`config.mk`:
```
export PLATFORM = sky130hd
export DESIGN_NAME = rna_divider
export DESIGN_NICKNAME = d
export VERILOG_FILES = /design/src/rtl/rna_divider.sv
export SDC_FILE = /design/constraint.sdc
export NUM_CORES = 1
export LEC_CHECK = 0
export ABC_AREA = 1
export BUFFER_PORTS_ARGS = -buffer_cell sky130_fd_sc_hd__buf_2
export CAP_MARGIN = 20
export CORE_UTILIZATION = 45
export CTS_BUF_LIST = sky130_fd_sc_hd__clkbuf_4
export DETAILED_ROUTE_END_ITERATION = 10
export PLACE_DENSITY = 0.67
export SETUP_SLACK_MARGIN = 0.02
export SLEW_MARGIN = 20
export SYNTH_ARGS = -nofsm -noshare
export SYNTH_HDL_FRONTEND = slang
export SYNTH_SLANG_ARGS = --single-unit
export TNS_END_PERCENT = 20
```
`constraint.sdc`:
```
create_clock -name clock -period 3.2 [get_ports clock]
set_clock_uncertainty 0.05 [all_clocks]
set_input_delay 0.64 -clock clock [delete_from_list [all_inputs] [get_ports clock]]
set_output_delay 0.64 -clock clock [all_outputs]
set_load 0.03 [all_outputs]
```
`src/rtl/rna_divider.sv`:
```
// iterative unsigned restoring divider, one quotient bit per cycle
`default_nettype none
module rna_divider #(
   parameter int W = 32
) (
   input  wire logic         clock,
   input  wire logic         reset,
   input  wire logic         start,
   input  wire logic [W-1:0] dividend,
   input  wire logic [W-1:0] divisor,
   output logic              done,
   output logic [W-1:0]      quotient,
   output logic [W-1:0]      remainder
);
   localparam int CW = $clog2(W + 1);

   logic [W-1:0]  quo_ff, quo_in;
   logic [W-1:0]  rem_ff, rem_in;
   logic [W-1:0]  dsr_ff, dsr_in;
   logic [CW-1:0] cnt_ff, cnt_in;
   logic          busy_ff, busy_in;
   logic          done_ff, done_in;
   logic [W:0]    trial;
   logic [W:0]    shifted;

   always_comb begin
      quo_in  = quo_ff;
      rem_in  = rem_ff;
      dsr_in  = dsr_ff;
      cnt_in  = cnt_ff;
      busy_in = busy_ff;
      done_in = 1'b0;
      shifted = {rem_ff, quo_ff[W-1]};
      trial   = shifted - {1'b0, dsr_ff};
      if (start) begin
         quo_in  = dividend;
         rem_in  = '0;
         dsr_in  = divisor;
         cnt_in  = CW'(W);
         busy_in = 1'b1;
      end else if (busy_ff) begin
         if (trial[W]) begin
            rem_in = shifted[W-1:0];
            quo_in = {quo_ff[W-2:0], 1'b0};
         end else begin
            rem_in = trial[W-1:0];
            quo_in = {quo_ff[W-2:0], 1'b1};
         end
         cnt_in = cnt_ff - 1'b1;
         if (cnt_ff == CW'(1)) begin
            busy_in = 1'b0;
            done_in = 1'b1;
         end
      end
   end

   always_ff @(posedge clock) begin
      if (reset) begin
         busy_ff <= 1'b0;
         done_ff <= 1'b0;
         cnt_ff  <= '0;
      end else begin
         busy_ff <= busy_in;
         done_ff <= done_in;
         cnt_ff  <= cnt_in;
      end
      quo_ff <= quo_in;
      rem_ff <= rem_in;
      dsr_ff <= dsr_in;
   end

   assign done      = done_ff;
   assign quotient  = quo_ff;
   assign remainder = rem_ff;
endmodule
`default_nettype wire

```
==> results.yml <==
clock_tree:
  clkSlewWorstSetupHoldPaths_ps: 210
  cts_tree: "done"
  postCtsHoldBufs: 0
  cts.htree.levels: 3
  postCtsSetupRepairBufs: 0
  cts_resized: 0
  clock_latency_ps: 520
  cts_buffers: 9
  cts.sinks: 104
  cts-root-buf: "clkbuf_4"
  cts.path.max_buffers: 2
placed_design:
  place_ws_ps: 545
  io_buffers: 131
  gp_congestion: 0.953
  dpl.cell_count: 1342
  dp_hpwl_mm: 13.3
synth:
  syn_inst: 1036
  synth_edf_count: 64
  avgSynthCellArea_um2: 6.74
  ys_warn_count: 0
  yosys_most_used_dff: "edfxtp_1"
  synth_fp_nets: 1138
  ys_ff_latch: 104
  synth.distinct_cells: 36
  syn-cell-area_um2: 6980
  synthArstFlopShare_pct: 0
  ys_seq_area_share_pct: 39.0
setup_path:
  crit_fanout: 16
  cp-end-kind: "flip-flop"
  critical_path_class: "flip-flop to flip-flop"
  cp.required_ps: 3580
  worst_setup_path_start_kind: "flip-flop"
  reg2regPathDepth: 18
  arrival_ps: 3060
sta:
  fin_tns_setup_ps: 0
  setup-violations-final: 0
  period_minus_slack_ps: 2680
  hold_violations: 0
  slew_headroom_pct: 32.2
  grt_setup_unrepaired: "no"
  clock.fmax_mhz: 374
  worstMarginPinSlew_ps: 1020
  report.final.slew_viol_count: 0
  fin_crit_sh_pct: 83.7
  fin_ws_ps: 523
cells_and_area:
  final_common_cell: "nand2_1"
  area_growth_pct: 14.8
  drive_gt1_share_pct: 17.0
  final_cells: 1359
  final_util_pct: 52.9
  nets: 1267
  final_cell_mix: "nand2_1, inv_1, buf_2, edfxtp_1, nand3_1"
floorplanning:
  initial_core_util_pct: 46.1
  rows: 45
  ios: 132
  core_um2: 15100
  die_height_um: 127
  die-width_um: 127
  die_area_um2: 16000
global_route:
  gr-max-usage-layer: "met2"
  use_met2_pct: 36.9
  grt_max_degree: 62
  gr-usage-met3_pct: 6.16
  antenna_found_initial: 1
  grt_pass1_wl_mm: 28.3
  grt_usage_pct: 22.4
  gr-total-overflow: 0
  use_met1_pct: 28.9
  grt_pass1_vias: 5895
outcome:
  status: "finished clean"
route:
  drt_iter0_markers: 341
  postRouteWirelength_mm: 17.1
  ant_nets: 0
  drc: 0
  post_drt_wl_per_cell_um: 12.6
  vias: 6338
  viasPerCell: 4.66
  first_pass_iters: 8
min_path:
  hold_path_depth: 1
  hold_class: "input port to flip-flop"
power:
  ir_drop_uv: 341
  p_leak_nw: 4.54
  power_density_nw_per_um2: 348
  totalPowerFinal_mw: 2.79
job:
  max-cap-violations: 0
[cells by family (layout without fill, tap and decap cells)]
kind of cell	count (synthesis)	after routing	synth area share [%]
other cells	0	1	0
simple gates	617	617	37.0
compound gates	34	34	2.73
flops	104	104	39.0
fa+ha+maj	35	35	6.38
buf+inv	231	365	13.0
xor+xnor	15	15	1.88
[cell type report]
type | instances | area [µm²]
clock buffers | 9 | 67.6
flip-flops and latches | 104 | 2720
inverters | 211 | 792
diodes | 1 | 2.50
well taps | 188 | 235
multi-input cells | 701 | 3350
fillers | 1598 | 7130
repair buffers | 138 | 746
clock inverters | 7 | 93.8
[per-stage QoR]
stage,hold slack [ps],instance area (µm²)
floorplan,412,6980
global placement,424,7850
detailed placement,422,7850
CTS,184,8010
global route,165,8010
finish,221,8010
[worst max-delay path: stages, from the launching register on]
cell and delay, ps:
edfxtp_1 390, inv_1 50, ha_1 210, fa_1 400, inv_1 90, nand2_1 50, nand2_1 80, nand3_2 70
nand2_2 100, nand2_1 70, nand2_2 80, nand2_2 60, nand2_1 80, nand2_2 80, nand2_2 280, buf_12 210
nand2_1 80, nand3_1 70, nand2_1 50
[cell usage after synthesis (all sizes together), types with 3 or more instances]
master	number	share of area [%]
a21oi	22	1.7
edfxtp	64	28
o21ai	7	0.50
xnor2	12	1.5
and2	7	0.63
ha	34	6.1
nand4	7	0.63
nor2	50	3.0
nand3	57	4.7
nor3	11	0.93
inv	211	11
buf	9	1.1
nand3b	3	0.32
clkbuf	11	0.59
xor2	3	0.38
nand2	479	26
dfxtp	40	11
[worst paths after layout]
path	startpoint	end	slack (ps)
worst max-delay path	quotient[31]	remainder[1]	520
worst min-delay path	divisor[30]	dsr_ff[30]	220
worst max register to register	quotient[31]	remainder[1]	520
worst min register to register	remainder[18]	remainder[18]	450
[sequential cells by signal (all words and copies together) (netlist names)]
signal and cells:
remainder 32, dsr_ff 32, done 1, quotient 32, busy_ff 1, cnt_ff 6
[per-layer routing]
metal / wire length [µm] / share of wire, %
met5: 0 / 0
met4: 267 / 1.6
met3: 1120 / 6.6
met2: 7760 / 45
met1: 7960 / 46
[report_power, final]
| group | internal (mW) | switching (mW) | leakage, nW |
|---|---|---|---|
| clock | 0.195 | 0.537 | 0.0837 |
| sequential | 1.52 | 0.0380 | 0.966 |
| combinational | 0.159 | 0.342 | 3.49 |
No activity file was read; power rests on OpenSTA's default activity.
